$ cat src/rtl/mtk_pkg.sv
// Package for the Morse text keyer sequencer: word types, codes, states and the code table.
package mtk_pkg;

    // Code table geometry and element limit.
    localparam int CODE_TABLE_DEPTH = 128;
    localparam int CODE_IDX_W       = $clog2(CODE_TABLE_DEPTH);
    localparam int MAX_ELEMENTS     = 6;
    localparam int ELEM_IDX_W       = $clog2(MAX_ELEMENTS);
    localparam int COUNT_W          = 3;
    localparam int CODE_W           = COUNT_W + MAX_ELEMENTS;

    // Field and register widths.
    localparam int LEN_W   = 19;
    localparam int ALU_W   = LEN_W + 1;
    localparam int DOT_W   = 16;
    localparam int RAMP_W  = 12;
    localparam int HANG_W  = 8;
    localparam int PADDR_W = 4;
    localparam int PDATA_W = 32;

    // Input commands.
    localparam logic [1:0] CMD_CHAR = 2'd0;
    localparam logic [1:0] CMD_TICK = 2'd1;
    localparam logic [1:0] CMD_END  = 2'd2;

    // Segment kinds.
    localparam logic [2:0] SEG_SILENCE   = 3'd0;
    localparam logic [2:0] SEG_RAMP_UP   = 3'd1;
    localparam logic [2:0] SEG_STEADY    = 3'd2;
    localparam logic [2:0] SEG_RAMP_DOWN = 3'd3;
    localparam logic [2:0] SEG_END       = 3'd4;

    // Transmit switch requests.
    localparam logic [1:0] PTT_NONE = 2'd0;
    localparam logic [1:0] PTT_ON   = 2'd1;
    localparam logic [1:0] PTT_OFF  = 2'd2;

    // Configuration register indexes.
    localparam logic [1:0] REG_DOT_SPACE = 2'd0;
    localparam logic [1:0] REG_RISE      = 2'd1;
    localparam logic [1:0] REG_FALL      = 2'd2;
    localparam logic [1:0] REG_HANG      = 2'd3;

    // Input word.
    typedef struct packed {
        logic [1:0] command;
        logic [7:0] character;
    } mtk_in_t;

    // Result word.
    typedef struct packed {
        logic [2:0]       segment_kind;
        logic [LEN_W-1:0] segment_length;
        logic [1:0]       ptt_request;
        logic             last;
    } mtk_out_t;

    // Sequencer states.
    typedef enum logic [3:0] {
        ST_IDLE,
        ST_CALC,
        ST_PTT_ON,
        ST_RISE,
        ST_STEADY,
        ST_FALL,
        ST_GAP,
        ST_CHAR_END,
        ST_SINGLE
    } mtk_state_t;

    // Length computation steps of the shared adder.
    typedef enum logic [2:0] {
        STEP_RAMPS,
        STEP_THREE_D,
        STEP_DOT,
        STEP_DASH,
        STEP_WORD
    } mtk_step_t;

    // What an accepted word turns into.
    typedef enum logic [2:0] {
        ITEM_NONE,
        ITEM_MAPPED,
        ITEM_UNMAPPED,
        ITEM_RELEASE,
        ITEM_END
    } mtk_item_t;

    // Morse code table: element count in the top bits, dash flags below
    // with the first element in bit 0. A zero count means unmapped.
    function automatic logic [CODE_W-1:0] code_lookup(input logic [CODE_IDX_W-1:0] idx);
        logic [CODE_W-1:0] code;
        code = '0;
        unique case (idx)
            CODE_IDX_W'(33):  code = {3'd5, 6'h08};
            CODE_IDX_W'(37):  code = {3'd5, 6'h02};
            CODE_IDX_W'(40):  code = {3'd5, 6'h0D};
            CODE_IDX_W'(42):  code = {3'd6, 6'h28};
            CODE_IDX_W'(43):  code = {3'd5, 6'h0A};
            CODE_IDX_W'(44):  code = {3'd6, 6'h33};
            CODE_IDX_W'(45):  code = {3'd6, 6'h21};
            CODE_IDX_W'(46):  code = {3'd6, 6'h2A};
            CODE_IDX_W'(47):  code = {3'd5, 6'h09};
            CODE_IDX_W'(48):  code = {3'd5, 6'h1F};
            CODE_IDX_W'(49):  code = {3'd5, 6'h1E};
            CODE_IDX_W'(50):  code = {3'd5, 6'h1C};
            CODE_IDX_W'(51):  code = {3'd5, 6'h18};
            CODE_IDX_W'(52):  code = {3'd5, 6'h10};
            CODE_IDX_W'(53):  code = {3'd5, 6'h00};
            CODE_IDX_W'(54):  code = {3'd5, 6'h01};
            CODE_IDX_W'(55):  code = {3'd5, 6'h03};
            CODE_IDX_W'(56):  code = {3'd5, 6'h07};
            CODE_IDX_W'(57):  code = {3'd5, 6'h0F};
            CODE_IDX_W'(61):  code = {3'd5, 6'h11};
            CODE_IDX_W'(63):  code = {3'd6, 6'h0C};
            CODE_IDX_W'(64):  code = {3'd6, 6'h16};
            CODE_IDX_W'(65), CODE_IDX_W'(97):  code = {3'd2, 6'h02};
            CODE_IDX_W'(66), CODE_IDX_W'(98):  code = {3'd4, 6'h01};
            CODE_IDX_W'(67), CODE_IDX_W'(99):  code = {3'd4, 6'h05};
            CODE_IDX_W'(68), CODE_IDX_W'(100): code = {3'd3, 6'h01};
            CODE_IDX_W'(69), CODE_IDX_W'(101): code = {3'd1, 6'h00};
            CODE_IDX_W'(70), CODE_IDX_W'(102): code = {3'd4, 6'h04};
            CODE_IDX_W'(71), CODE_IDX_W'(103): code = {3'd3, 6'h03};
            CODE_IDX_W'(72), CODE_IDX_W'(104): code = {3'd4, 6'h00};
            CODE_IDX_W'(73), CODE_IDX_W'(105): code = {3'd2, 6'h00};
            CODE_IDX_W'(74), CODE_IDX_W'(106): code = {3'd4, 6'h0E};
            CODE_IDX_W'(75), CODE_IDX_W'(107): code = {3'd3, 6'h05};
            CODE_IDX_W'(76), CODE_IDX_W'(108): code = {3'd4, 6'h02};
            CODE_IDX_W'(77), CODE_IDX_W'(109): code = {3'd2, 6'h03};
            CODE_IDX_W'(78), CODE_IDX_W'(110): code = {3'd2, 6'h01};
            CODE_IDX_W'(79), CODE_IDX_W'(111): code = {3'd3, 6'h07};
            CODE_IDX_W'(80), CODE_IDX_W'(112): code = {3'd4, 6'h06};
            CODE_IDX_W'(81), CODE_IDX_W'(113): code = {3'd4, 6'h0B};
            CODE_IDX_W'(82), CODE_IDX_W'(114): code = {3'd3, 6'h02};
            CODE_IDX_W'(83), CODE_IDX_W'(115): code = {3'd3, 6'h00};
            CODE_IDX_W'(84), CODE_IDX_W'(116): code = {3'd1, 6'h01};
            CODE_IDX_W'(85), CODE_IDX_W'(117): code = {3'd3, 6'h04};
            CODE_IDX_W'(86), CODE_IDX_W'(118): code = {3'd4, 6'h08};
            CODE_IDX_W'(87), CODE_IDX_W'(119): code = {3'd3, 6'h06};
            CODE_IDX_W'(88), CODE_IDX_W'(120): code = {3'd4, 6'h09};
            CODE_IDX_W'(89), CODE_IDX_W'(121): code = {3'd4, 6'h0D};
            CODE_IDX_W'(90), CODE_IDX_W'(122): code = {3'd4, 6'h03};
            default: code = '0;
        endcase
        return code;
    endfunction

endpackage

$ cat src/rtl/morse_text_keyer_sequencer.sv
// Top level of the Morse text keyer sequencer: APB registers, sequencer and result register.
//
// Usage: each input word (s_valid/s_ready/s_data) is a text character, a 100 ms hang
// tick or an end-of-text marker. Results leave on m_valid/m_ready/m_data as audio
// segments (kind, length in samples, transmit request, last flag), one per cycle
// while the receiver takes them. The APB port holds the dot unit, ramp lengths and
// hang limit; write it only while the block is idle. Reads return the values.
// Timing: a word that causes results first passes through the shared adder,
// which works out the ramp sum, 3d, the dot and dash steady lengths and the word
// space one after another. The first result then goes into the result register
// once it has room, and the rest follow one per cycle while the receiver takes
// them; a word gives up to 26 results. A tick that releases nothing, or command 3,
// gives no result and the block stays idle. s_ready is low while a word is being
// worked on.
// Stalls: the result register holds its word until m_ready; the sequencer waits
// and nothing is lost. s_ready rises as soon as the last result is in the result
// register. Reset (aresetn low, synchronous) restores the register defaults,
// releases transmit, clears the hang count and marks the line as coming from silence.
module morse_text_keyer_sequencer
    import mtk_pkg::*;
(
    input  logic                aclk,
    input  logic                aresetn,
    input  logic                psel,
    input  logic                penable,
    input  logic                pwrite,
    input  logic [PADDR_W-1:0]  paddr,
    input  logic [PDATA_W-1:0]  pwdata,
    output logic [PDATA_W-1:0]  prdata,
    output logic                pready,
    input  logic                s_valid,
    output logic                s_ready,
    input  mtk_in_t             s_data,
    output logic                m_valid,
    input  logic                m_ready,
    output mtk_out_t            m_data
);

    // Configuration registers.
    logic [DOT_W-1:0]  dot_reg;
    logic [RAMP_W-1:0] rise_reg;
    logic [RAMP_W-1:0] fall_reg;
    logic [HANG_W-1:0] hang_limit_reg;

    // Keyer state.
    logic              transmit_on_reg, transmit_on_next;
    logic [HANG_W-1:0] hang_count_reg, hang_count_next;
    logic              from_silence_reg, from_silence_next;

    // Sequencer control.
    mtk_state_t            state_reg, state_next;
    mtk_step_t             step_reg, step_next;
    mtk_item_t             item_reg, item_next;
    logic [ELEM_IDX_W-1:0] elem_reg, elem_next;
    logic [COUNT_W-1:0]    count_reg, count_next;
    logic [MAX_ELEMENTS-1:0] pattern_reg, pattern_next;
    logic                  ptt_need_reg, ptt_need_next;
    logic                  seven_sel_reg, seven_sel_next;

    // Lengths worked out by the shared adder.
    logic [LEN_W-1:0] ramps_reg, ramps_next;
    logic [LEN_W-1:0] three_d_reg, three_d_next;
    logic [LEN_W-1:0] dot_len_reg, dot_len_next;
    logic [LEN_W-1:0] dash_len_reg, dash_len_next;
    logic [LEN_W-1:0] word_len_reg, word_len_next;

    // Result register.
    logic     out_valid_reg, out_valid_next;
    mtk_out_t out_data_reg, out_data_next;

    // Handshake and helper signals.
    logic                  s_fire;
    logic                  load_en;
    logic                  cfg_write;
    logic [CODE_W-1:0]     code;
    logic [COUNT_W-1:0]    code_count;
    logic [COUNT_W-1:0]    code_count_clamped;
    logic [HANG_W-1:0]     hang_inc;
    logic                  release_now;
    logic                  last_elem;
    logic [LEN_W-1:0]      d_ext;

    // Shared add/subtract unit.
    logic [LEN_W-1:0] alu_a;
    logic [LEN_W-1:0] alu_b;
    logic             alu_sub;
    logic [ALU_W:0]   alu_sum;
    logic [LEN_W-1:0] alu_res;

    assign s_ready   = (state_reg == ST_IDLE);
    assign s_fire    = s_valid && s_ready;
    assign load_en   = !out_valid_reg || m_ready;
    assign m_valid   = out_valid_reg;
    assign m_data    = out_data_reg;
    assign pready    = 1'b1;
    assign cfg_write = psel && penable && pwrite;
    assign d_ext     = LEN_W'(dot_reg);
    assign last_elem = (COUNT_W'(elem_reg) + COUNT_W'(1)) >= count_reg;

    // Register read mux.
    always_comb begin
        unique case (paddr[3:2])
            REG_DOT_SPACE: prdata = PDATA_W'(dot_reg);
            REG_RISE:      prdata = PDATA_W'(rise_reg);
            REG_FALL:      prdata = PDATA_W'(fall_reg);
            REG_HANG:      prdata = PDATA_W'(hang_limit_reg);
            default:       prdata = '0;
        endcase
    end

    // Code lookup and hang tick decision for the word at the input.
    always_comb begin
        code       = code_lookup(s_data.character[CODE_IDX_W-1:0]);
        code_count = code[CODE_W-1:MAX_ELEMENTS];
        if (code_count > COUNT_W'(MAX_ELEMENTS)) begin
            code_count_clamped = COUNT_W'(MAX_ELEMENTS);
        end else begin
            code_count_clamped = code_count;
        end
        if (hang_count_reg == '1) begin
            hang_inc = hang_count_reg;
        end else begin
            hang_inc = hang_count_reg + HANG_W'(1);
        end
        release_now = transmit_on_reg && (hang_inc > hang_limit_reg);
    end

    // Operand selection for the shared adder, one length per step.
    always_comb begin
        alu_a   = '0;
        alu_b   = '0;
        alu_sub = 1'b0;
        unique case (step_reg)
            STEP_RAMPS: begin
                alu_a = LEN_W'(rise_reg);
                alu_b = LEN_W'(fall_reg);
            end
            STEP_THREE_D: begin
                alu_a = d_ext << 1;
                alu_b = d_ext;
            end
            STEP_DOT: begin
                alu_a   = d_ext;
                alu_b   = ramps_reg;
                alu_sub = 1'b1;
            end
            STEP_DASH: begin
                alu_a   = three_d_reg;
                alu_b   = ramps_reg;
                alu_sub = 1'b1;
            end
            STEP_WORD: begin
                if (seven_sel_reg) begin
                    alu_a   = d_ext << 3;
                    alu_b   = d_ext;
                    alu_sub = 1'b1;
                end else begin
                    alu_a = d_ext << 2;
                end
            end
            default: begin
                alu_a = '0;
            end
        endcase
    end

    // The adder itself; a subtraction that borrows saturates at zero.
    always_comb begin
        alu_sum = {2'b00, alu_a}
                + (alu_sub ? {1'b0, ~{1'b0, alu_b}} : {2'b00, alu_b})
                + (ALU_W + 1)'(alu_sub);
        if (alu_sub && !alu_sum[ALU_W]) begin
            alu_res = '0;
        end else begin
            alu_res = alu_sum[LEN_W-1:0];
        end
    end

    // Next state of the sequencer.
    always_comb begin
        state_next = state_reg;
        unique case (state_reg)
            ST_IDLE: begin
                if (s_fire && (item_next != ITEM_NONE)) begin
                    state_next = ST_CALC;
                end
            end
            ST_CALC: begin
                if (step_reg == STEP_WORD) begin
                    if (item_reg == ITEM_MAPPED) begin
                        state_next = ptt_need_reg ? ST_PTT_ON : ST_RISE;
                    end else begin
                        state_next = ST_SINGLE;
                    end
                end
            end
            ST_PTT_ON: if (load_en) state_next = ST_RISE;
            ST_RISE:   if (load_en) state_next = ST_STEADY;
            ST_STEADY: if (load_en) state_next = ST_FALL;
            ST_FALL:   if (load_en) state_next = ST_GAP;
            ST_GAP: begin
                if (load_en) begin
                    state_next = last_elem ? ST_CHAR_END : ST_RISE;
                end
            end
            ST_CHAR_END: if (load_en) state_next = ST_IDLE;
            ST_SINGLE:   if (load_en) state_next = ST_IDLE;
            default:     state_next = ST_IDLE;
        endcase
    end

    // Datapath, keyer state and result register updates.
    always_comb begin
        step_next         = step_reg;
        item_next         = item_reg;
        elem_next         = elem_reg;
        count_next        = count_reg;
        pattern_next      = pattern_reg;
        ptt_need_next     = ptt_need_reg;
        seven_sel_next    = seven_sel_reg;
        ramps_next        = ramps_reg;
        three_d_next      = three_d_reg;
        dot_len_next      = dot_len_reg;
        dash_len_next     = dash_len_reg;
        word_len_next     = word_len_reg;
        transmit_on_next  = transmit_on_reg;
        hang_count_next   = hang_count_reg;
        from_silence_next = from_silence_reg;
        out_valid_next    = out_valid_reg && !m_ready;
        out_data_next     = out_data_reg;

        // Classify the accepted word and update the keyer state at once.
        if (state_reg == ST_IDLE) begin
            item_next = ITEM_NONE;
            if (s_fire) begin
                step_next      = STEP_RAMPS;
                elem_next      = '0;
                count_next     = code_count_clamped;
                pattern_next   = code[MAX_ELEMENTS-1:0];
                ptt_need_next  = !transmit_on_reg;
                seven_sel_next = from_silence_reg;
                unique case (s_data.command)
                    CMD_CHAR: begin
                        if (code_count != '0) begin
                            item_next         = ITEM_MAPPED;
                            hang_count_next   = '0;
                            transmit_on_next  = 1'b1;
                            from_silence_next = 1'b0;
                        end else begin
                            item_next         = ITEM_UNMAPPED;
                            from_silence_next = 1'b1;
                        end
                    end
                    CMD_TICK: begin
                        if (transmit_on_reg) begin
                            if (release_now) begin
                                item_next        = ITEM_RELEASE;
                                transmit_on_next = 1'b0;
                                hang_count_next  = '0;
                            end else begin
                                hang_count_next = hang_inc;
                            end
                        end
                    end
                    CMD_END: item_next = ITEM_END;
                    default: item_next = ITEM_NONE;
                endcase
            end
        end

        // One length per cycle through the shared adder.
        if (state_reg == ST_CALC) begin
            unique case (step_reg)
                STEP_RAMPS: begin
                    ramps_next = alu_res;
                    step_next  = STEP_THREE_D;
                end
                STEP_THREE_D: begin
                    three_d_next = alu_res;
                    step_next    = STEP_DOT;
                end
                STEP_DOT: begin
                    dot_len_next = alu_res;
                    step_next    = STEP_DASH;
                end
                STEP_DASH: begin
                    dash_len_next = alu_res;
                    step_next     = STEP_WORD;
                end
                STEP_WORD: begin
                    word_len_next = alu_res;
                end
                default: step_next = STEP_RAMPS;
            endcase
        end

        // Load the next segment into the result register when it has room.
        if (load_en && (state_reg != ST_IDLE) && (state_reg != ST_CALC)) begin
            out_valid_next               = 1'b1;
            out_data_next.segment_kind   = SEG_SILENCE;
            out_data_next.segment_length = '0;
            out_data_next.ptt_request    = PTT_NONE;
            out_data_next.last           = 1'b0;
            unique case (state_reg)
                ST_PTT_ON: begin
                    out_data_next.segment_length = three_d_reg;
                    out_data_next.ptt_request    = PTT_ON;
                end
                ST_RISE: begin
                    out_data_next.segment_kind   = SEG_RAMP_UP;
                    out_data_next.segment_length = LEN_W'(rise_reg);
                end
                ST_STEADY: begin
                    out_data_next.segment_kind   = SEG_STEADY;
                    out_data_next.segment_length = pattern_reg[elem_reg] ? dash_len_reg
                                                                         : dot_len_reg;
                end
                ST_FALL: begin
                    out_data_next.segment_kind   = SEG_RAMP_DOWN;
                    out_data_next.segment_length = LEN_W'(fall_reg);
                end
                ST_GAP: begin
                    out_data_next.segment_length = d_ext;
                    if (!last_elem) begin
                        elem_next = elem_reg + ELEM_IDX_W'(1);
                    end
                end
                ST_CHAR_END: begin
                    out_data_next.segment_length = d_ext << 1;
                    out_data_next.last           = 1'b1;
                end
                ST_SINGLE: begin
                    out_data_next.last = 1'b1;
                    unique case (item_reg)
                        ITEM_UNMAPPED: out_data_next.segment_length = word_len_reg;
                        ITEM_RELEASE:  out_data_next.ptt_request    = PTT_OFF;
                        ITEM_END:      out_data_next.segment_kind   = SEG_END;
                        default:       out_data_next.segment_kind   = SEG_SILENCE;
                    endcase
                end
                default: out_data_next.last = 1'b0;
            endcase
        end
    end

    // Control and configuration registers.
    always_ff @(posedge aclk) begin
        if (!aresetn) begin
            state_reg        <= ST_IDLE;
            out_valid_reg    <= 1'b0;
            transmit_on_reg  <= 1'b0;
            hang_count_reg   <= '0;
            from_silence_reg <= 1'b1;
            item_reg         <= ITEM_NONE;
            step_reg         <= STEP_RAMPS;
            elem_reg         <= '0;
            dot_reg          <= DOT_W'(3200);
            rise_reg         <= RAMP_W'(240);
            fall_reg         <= RAMP_W'(240);
            hang_limit_reg   <= HANG_W'(15);
        end else begin
            state_reg        <= state_next;
            out_valid_reg    <= out_valid_next;
            transmit_on_reg  <= transmit_on_next;
            hang_count_reg   <= hang_count_next;
            from_silence_reg <= from_silence_next;
            item_reg         <= item_next;
            step_reg         <= step_next;
            elem_reg         <= elem_next;
            if (cfg_write) begin
                unique case (paddr[3:2])
                    REG_DOT_SPACE: dot_reg        <= pwdata[DOT_W-1:0];
                    REG_RISE:      rise_reg       <= pwdata[RAMP_W-1:0];
                    REG_FALL:      fall_reg       <= pwdata[RAMP_W-1:0];
                    REG_HANG:      hang_limit_reg <= pwdata[HANG_W-1:0];
                    default:       dot_reg        <= dot_reg;
                endcase
            end
        end
    end

    // Payload registers.
    always_ff @(posedge aclk) begin
        count_reg     <= count_next;
        pattern_reg   <= pattern_next;
        ptt_need_reg  <= ptt_need_next;
        seven_sel_reg <= seven_sel_next;
        ramps_reg     <= ramps_next;
        three_d_reg   <= three_d_next;
        dot_len_reg   <= dot_len_next;
        dash_len_reg  <= dash_len_next;
        word_len_reg  <= word_len_next;
        out_data_reg  <= out_data_next;
    end

endmodule

$ cat config.mk
export PLATFORM = sky130hd
export DESIGN_NAME = morse_text_keyer_sequencer
export DESIGN_NICKNAME = d
export VERILOG_FILES = /design/src/rtl/mtk_pkg.sv /design/src/rtl/morse_text_keyer_sequencer.sv
export SDC_FILE = /design/constraint.sdc
export NUM_CORES = 1
export LEC_CHECK = 0
export BUFFER_PORTS_ARGS = -buffer_cell sky130_fd_sc_hd__buf_2
export CORE_ASPECT_RATIO = 1.25
export CORE_MARGIN = 2
export CORE_UTILIZATION = 40
export DETAILED_ROUTE_END_ITERATION = 7
export REMOVE_ABC_BUFFERS = 1
export SLEW_MARGIN = 40
export SYNTH_ARGS = -nofsm -noshare
export SYNTH_HDL_FRONTEND = slang
export SYNTH_SLANG_ARGS = --single-unit
$ cat constraint.sdc
create_clock -name aclk -period 4.2 [get_ports aclk]
set_input_delay 0.84 -clock aclk [delete_from_list [all_inputs] [get_ports aclk]]
set_output_delay 0.84 -clock aclk [all_outputs]
set_load 0.005 [all_outputs]
==> results of run 1 <==
[through the flow]
| step | cells | power, mW | utilization [%] |
|---|---|---|---|
| 6_report | 1692 | 4.70 | 46.0 |
| 5_1_grt | 1692 | 4.86 | 46.0 |
| 4_1_cts | 1692 | 4.73 | 45.9 |
| 3_5_place_dp | 1650 | 2.70 | 43.3 |
| 3_3_place_gp | 1649 | 2.69 | 43.2 |
| 2_1_floorplan | 1140 | 2.52 | - |
[cell type report]
type                    instances  share of cell area [%]
multi-input cells             888                    43.8
flip-flops and latches        203                    40.1
repair buffers                114                    5.25
clock buffers                  28                    4.73
well taps                     396                    3.70
inverters                      49                    1.37
clock inverters                14                    1.06
[what timing repair did]
action	in CTS	in global routing
resized for setup	0	1
hold endpoints to repair	0	0
endpoints found under the setup margin	0	10
hold buffers	0	0
buffers inserted	0	0
[path summary, 6_finish.rpt]
path / startpoint / endpoint / cells after the start
max: step_reg[2] / dot_len_reg[14] / 12
min: from_silence_reg / seven_sel_reg / 0
max reg2reg: step_reg[2] / dot_len_reg[14] / 12
min reg2reg: from_silence_reg / seven_sel_reg / 0
[kinds of logic after synthesis]
family / after synthesis
AO/OA/AOI/OAI: 353
XOR/XNOR: 14
flip-flops: 203
AND/OR/NAND/NOR: 381
adder cells (fa/ha/maj): 41
multiplexers: 82
buffers and inverters: 156
other: 2
[routing by layer]
layer  GRT usage [%]  share of wire [%]
met1            28.1                 40
met2            37.9                 48
met3            3.89                6.9
met4            9.26                4.2
met5               0                  0
[worst reg2reg max path, delay by kind of cell (launching register included)]
kind | cells | cell delay, ns
buffers and inverters | 2 | 0.64
adder cells (fa/ha/maj) | 1 | 0.37
AO/OA/AOI/OAI | 5 | 1.40
AND/OR/NAND/NOR | 4 | 0.80
flip-flops | 1 | 0.46
[cell usage in the layout, fill, tap and decap left out, types with 18 or more instances in the layout]
master / Yosys / final
nand3_1: 18 / 18
nand2_1: 158 / 157
a21oi_1: 98 / 98
nor2_1: 101 / 95
o21ai_0: 59 / 59
mux2i_1: 63 / 62
inv_1: 42 / 42
clkbuf_16: 0 / 23
buf_4: 21 / 35
dfxtp_1: 72 / 70
o22ai_1: 34 / 34
buf_2: 10 / 76
a22oi_1: 32 / 32
edfxtp_1: 131 / 131
ha_1: 40 / 40
[power groups by stage]
stage               combinational (mW)  sequential (mW)  clock, mW
floorplan                        0.270             2.25          0
global placement                 0.445             2.25          0
detailed placement               0.450             2.25          0
CTS                              0.452             2.20       2.07
global route                     0.499             2.21       2.16
finish                           0.455             2.21       2.04
==> run_results.csv, run 1 <==
group,metric,value,unit
global_route,grt_pass1_wl,53400,µm
sta,relSlewSlack,49.5,%
synth,synth.area.top_cells,"edfxtp_1 33%, dfxtp_1 12%, mux2i_1 5.3%, nand2_1 5.0%, ha_1 4.2%",
global_route,antenna_found_initial,0,
synth,netlist.area_leader.share,33.3,%
global_route,overflow,0,
synth,yosys-top-cells-count,"158 x nand2_1, 131 x edfxtp_1, 101 x nor2_1",
worst_setup_path,endpoint_kind,"flop",
power,vdd_ir_drop_max,0.256,mV
sta,worst_pin_slew,0.754,ns
cts,clk_pin_slew,0.06,ns
cts,cts.htree.levels,1,
routing,dr.pass1.iters,5,
power,pwr-share-clk,43.3,%
power,p_sw,1.15,mW
worst_setup_path,slowest_delay,0.60,ns
floorplanning,core,29200,µm²
worst_setup_path,critPathSlowestCell,"a2111oi_2",
floorplanning,io_pins,113,
floorplanning,row_count,70,
global_route,grt_pass1_vias,9560,
sta,fin_tns_setup,0,ns
worst_hold_path,hp-class,"reg2reg",
global_route,grt.total_usage,22.4,%
place,placed_cell_area,12600,µm²
cts,cts-buffers-inserted,23,
worst_setup_path,cp_cell_sequence,"clkinv_1, nand2_1, buf_4, o22ai_1, ha_1, or3_1, a31oi_1, nand4b_1, o21ai_1, nor2_1, o311a_1, a2111oi_2",
routing,antenna_left,0,
synth,synthAdderAreaFrac,4.40,%
cells_and_area,layout-drive-gt1-share,16.8,%
routing,wl_per_cell,20.5,µm
power,p_seq_share,47.0,%
synth,yosysUniqueCellTypes,82,
cells_and_area,largest_reg_flops,25,
worst_setup_path,crit_family,"compound AO/OA/AOI/OAI gates",
cells_and_area,nets,1373,
place,pre_cts_ws,0.251,ns
cts,clk_path_buf_depth,3,
synth,synth_edf_count,131,
synth,synth.most_common_cell,"nand2_1",
routing,drt_wl_total,34700,µm
power,pwr_density_cell,350,nW/µm²
sta,rsz0062_at_grt,"false",
cells_and_area,areaGrowthSynthToFinish,13.3,%
synth,postSynthAreaPerCell,9.60,µm²
synth,synth_warnings,0,
power,internal_power,3.55,mW
synth,synth-simple-area-share,15.0,%
synth,synth_top_family_by_area,"compound AO/OA/AOI/OAI gates",
routing,num_vias,9805,
floorplanning,dieWidth,158,µm
global_route,grt_max_degree,43,
routing,dr.first_iter.drc_count,644,
cts,cts_root_buf,"clkbuf_16",
power,switching_share,24.4,%
floorplanning,die_area,31000,µm²
cells_and_area,n_antenna_cell,0,
synth,synth_sequential_area_ratio,45.4,%
sta,setup_viol,0,
cts,clk_latency,0.52,ns
sta,skew,0.0250,ns
power,power.leakage,5.11,nW
sta,finalHoldViolCount,0,
flow_run,timing.max_cap.violations,0,
place,place.gp.congestion,0.946,
floorplanning,start_util,40.6,%
worst_setup_path,start_kind,"flop",
run_status,status,"finished, final reports clean",
worst_setup_path,reg2reg_slack,0.25,ns
sta,whs,0.452,ns
power,p_comb_share,9.7,%
cells_and_area,stdcell_area,13400,µm²
synth,async_reset_ff_share,0,%
sta,postLayoutSetupSlackWorst,0.252,ns
sta,drv_slew,0,
synth,synth_compound_area_share,19.6,%
synth,ys_ff_latch,203,
floorplanning,die_height,196,µm
synth,synthMuxAreaShare,8.47,%
worst_setup_path,path_buf_inv,2,
routing,remaining_drc_errors,0,
cells_and_area,fill_cells,2809,
routing,via_per_inst,5.79,
sta,period_share,94.0,%
worst_setup_path,worst_ep_required_time,4.44,ns
cts,cts_tree,"built",
sta,fin_crit,3.95,ns
cells_and_area,multi_input_area,5870,µm²
synth,synth-xor-area-share,1.04,%
place,dp_hpwl,24200,µm
cts,clock_sinks,203,
sta,fmax,253,MHz
worst_setup_path,critPathMaxFanout,11,
worst_setup_path,worst_ep_arrival_time,4.19,ns
worst_setup_path,crit_type,"reg2reg",
cells_and_area,layout.area.seq,5380,µm²
synth,yosys.area.top_type,"edfxtp_1",
place,io_buffers,76,
synth,synth_area,11800,µm²
synth,dominantRegCellSynth,"edfxtp_1",
synth,syn_inst,1232,
No activity file was read; power rests on OpenSTA's default activity.
==> inputs of run 2 (changes only) <==
--- a/config.mk
+++ b/config.mk
@@ -9,6 +9,7 @@
 export CORE_ASPECT_RATIO = 1.25
 export CORE_MARGIN = 2
 export CORE_UTILIZATION = 40
+export CTS_BUF_LIST = sky130_fd_sc_hd__clkbuf_8 sky130_fd_sc_hd__clkbuf_16
 export DETAILED_ROUTE_END_ITERATION = 7
 export REMOVE_ABC_BUFFERS = 1
 export SLEW_MARGIN = 40
==> run 2 against run 1 <==
Against the previous run:
- final area stayed put
- cell count stayed put
- sequential share of layout area stayed put
- critical path depth stayed put
- sequential power hardly changed
- first-iteration DRC count stayed put
- largest power group unchanged
- highest routed layer unchanged
==> run_results.csv, run 2 (synthesis gave the netlist of run 1 again) <==
group,metric,value,unit
sta,setup_viol,0,
cts,cts-buffers-inserted,23,
cells_and_area,stdcell_area,13400,µm²
worst_hold_path,min_path_cells,0,
routing,dr.first_iter.drc_count,644,
sta,worst_pin_slew,0.754,ns
cts,cts.htree.levels,1,
place,place.gp.congestion,0.946,
global_route,grt_pass1_vias,9560,
worst_setup_path,critPathMaxFanout,11,
routing,remaining_drc_errors,0,
cells_and_area,layout_common_cells,"157 x nand2_1, 131 x edfxtp_1, 98 x a21oi_1",
cells_and_area,finish.utilization,46.0,%
routing,dr.pass1.iters,6,
place,placed_cell_area,12600,µm²
cts,clock_sinks,203,
global_route,grt.total_usage,22.4,%
power,pwr_density_cell,350,nW/µm²
floorplanning,die_area,31000,µm²
worst_setup_path,r2r_start,"step_reg[2]",
run_status,status,"finished, final reports clean",
cells_and_area,largest_reg_flops,25,
floorplanning,start_util,40.6,%
cts,clk_pin_slew,0.06,ns
routing,num_vias,9811,
cells_and_area,nets,1373,
routing,antenna_left,0,
floorplanning,die_height,196,µm
global_route,grt_max_degree,43,
sta,period_share,94.0,%
cts,cts_tree,"built",
sta,skew,0.0248,ns
global_route,antenna_found_initial,0,
place,dp_hpwl,24200,µm
flow_run,timing.max_cap.violations,0,
sta,whs,0.452,ns
power,vdd_ir_drop_max,0.256,mV
sta,relSlewSlack,49.5,%
sta,rsz0062_at_grt,"false",
cells_and_area,n_antenna_cell,0,
worst_setup_path,reg2reg_slack,0.25,ns
worst_setup_path,crit_end,"dot_len_reg[14]",
worst_setup_path,start_kind,"flop",
cts,cts_root_buf,"clkbuf_16",
cells_and_area,layout_commonest_cell,"nand2_1",
worst_setup_path,worst_ep_required_time,4.44,ns
cts,clk_latency,0.52,ns
place,dpl.cell_count,1650,
floorplanning,row_count,70,
worst_setup_path,crit_type,"reg2reg",
cells_and_area,stdcell_count,1692,
routing,via_per_inst,5.80,
worst_setup_path,rr_worst_depth,12,
cts,clk_path_buf_depth,3,
routing,drt_wl_total,34700,µm
floorplanning,dieWidth,158,µm
worst_setup_path,worst_ep_arrival_time,4.19,ns
worst_setup_path,r2r-end,"dot_len_reg[14]",
power,total_power,4.69,mW
floorplanning,io_pins,113,
sta,fmax,253,MHz
cts,cts_hold_buf,0,
floorplanning,core,29200,µm²
sta,drv_slew,0,
worst_setup_path,endpoint_kind,"flop",
cells_and_area,layout-drive-gt1-share,16.8,%
place,io_buffers,76,
cells_and_area,areaGrowthSynthToFinish,13.3,%
worst_setup_path,cp-startpoint,"step_reg[2]",
routing,wl_per_cell,20.5,µm
global_route,overflow,0,
sta,fin_crit,3.95,ns
global_route,grt_pass1_wl,53400,µm
power,power.leakage,5.11,nW
sta,finalHoldViolCount,0,
worst_hold_path,hp-class,"reg2reg",
cells_and_area,fill_cells,2809,
[run 2: final cells by class]
class                           count  area, µm²  area share, %
Multi-Input combinational cell    888       5870           43.8
Sequential cell                   203       5380           40.1
Timing Repair Buffer              114        703           5.25
Clock buffer                       27        631           4.70
Tap cell                          396        495           3.70
Inverter                           49        184           1.37
Clock inverter                     15        146           1.09
[run 2: per-layer routing]
layer / track usage [%] / vias up / routed length (µm)
li1: - / 4628 / -
met1: 28.1 / 4753 / 14000
met2: 37.9 / 348 / 16800
met3: 3.89 / 82 / 2380
met4: 9.26 / 0 / 1460
met5: 0 / - / 0
[run 2: per-stage QoR]
step | setup slack, ns | TNS, ns
2_1_floorplan | -0.253 | -21.16
3_3_place_gp | 0.351 | 0
3_5_place_dp | 0.251 | 0
4_1_cts | 0.228 | 0
5_1_grt | 0.0146 | 0
6_report | 0.252 | 0
[run 2: how the worst min path moves through the flow]
stage                     start       endpoint  slack (ns)
2_1_floorplan  from_silence_reg  seven_sel_reg        0.40
3_3_place_gp   from_silence_reg  seven_sel_reg        0.42
3_5_place_dp   from_silence_reg  seven_sel_reg        0.43
4_1_cts        from_silence_reg  seven_sel_reg        0.44
5_1_grt        from_silence_reg  seven_sel_reg        0.46
6_report       from_silence_reg  seven_sel_reg        0.45
[run 2: critical path, cell delays in order (launching register included)]
cell	delay (ns)
dfxtp_1	0.46
clkinv_1	0.42
nand2_1	0.35
buf_4	0.22
o22ai_1	0.09
ha_1	0.37
or3_1	0.13
a31oi_1	0.09
nand4b_1	0.23
o21ai_1	0.32
nor2_1	0.09
o311a_1	0.30
a2111oi_2	0.60
[run 2: report_power, final]
group | switching (mW) | internal (mW) | leakage, nW
clock network | 0.829 | 1.20 | 0.389
logic | 0.289 | 0.166 | 2.95
registers | 0.0282 | 2.18 | 1.77
[run 2: timing repair]
| item | 4_1_cts | 5_1_grt |
|---|---|---|
| setup buffers | 0 | 0 |
| resized for setup | 0 | 1 |
| endpoints found under the setup margin | 0 | 10 |
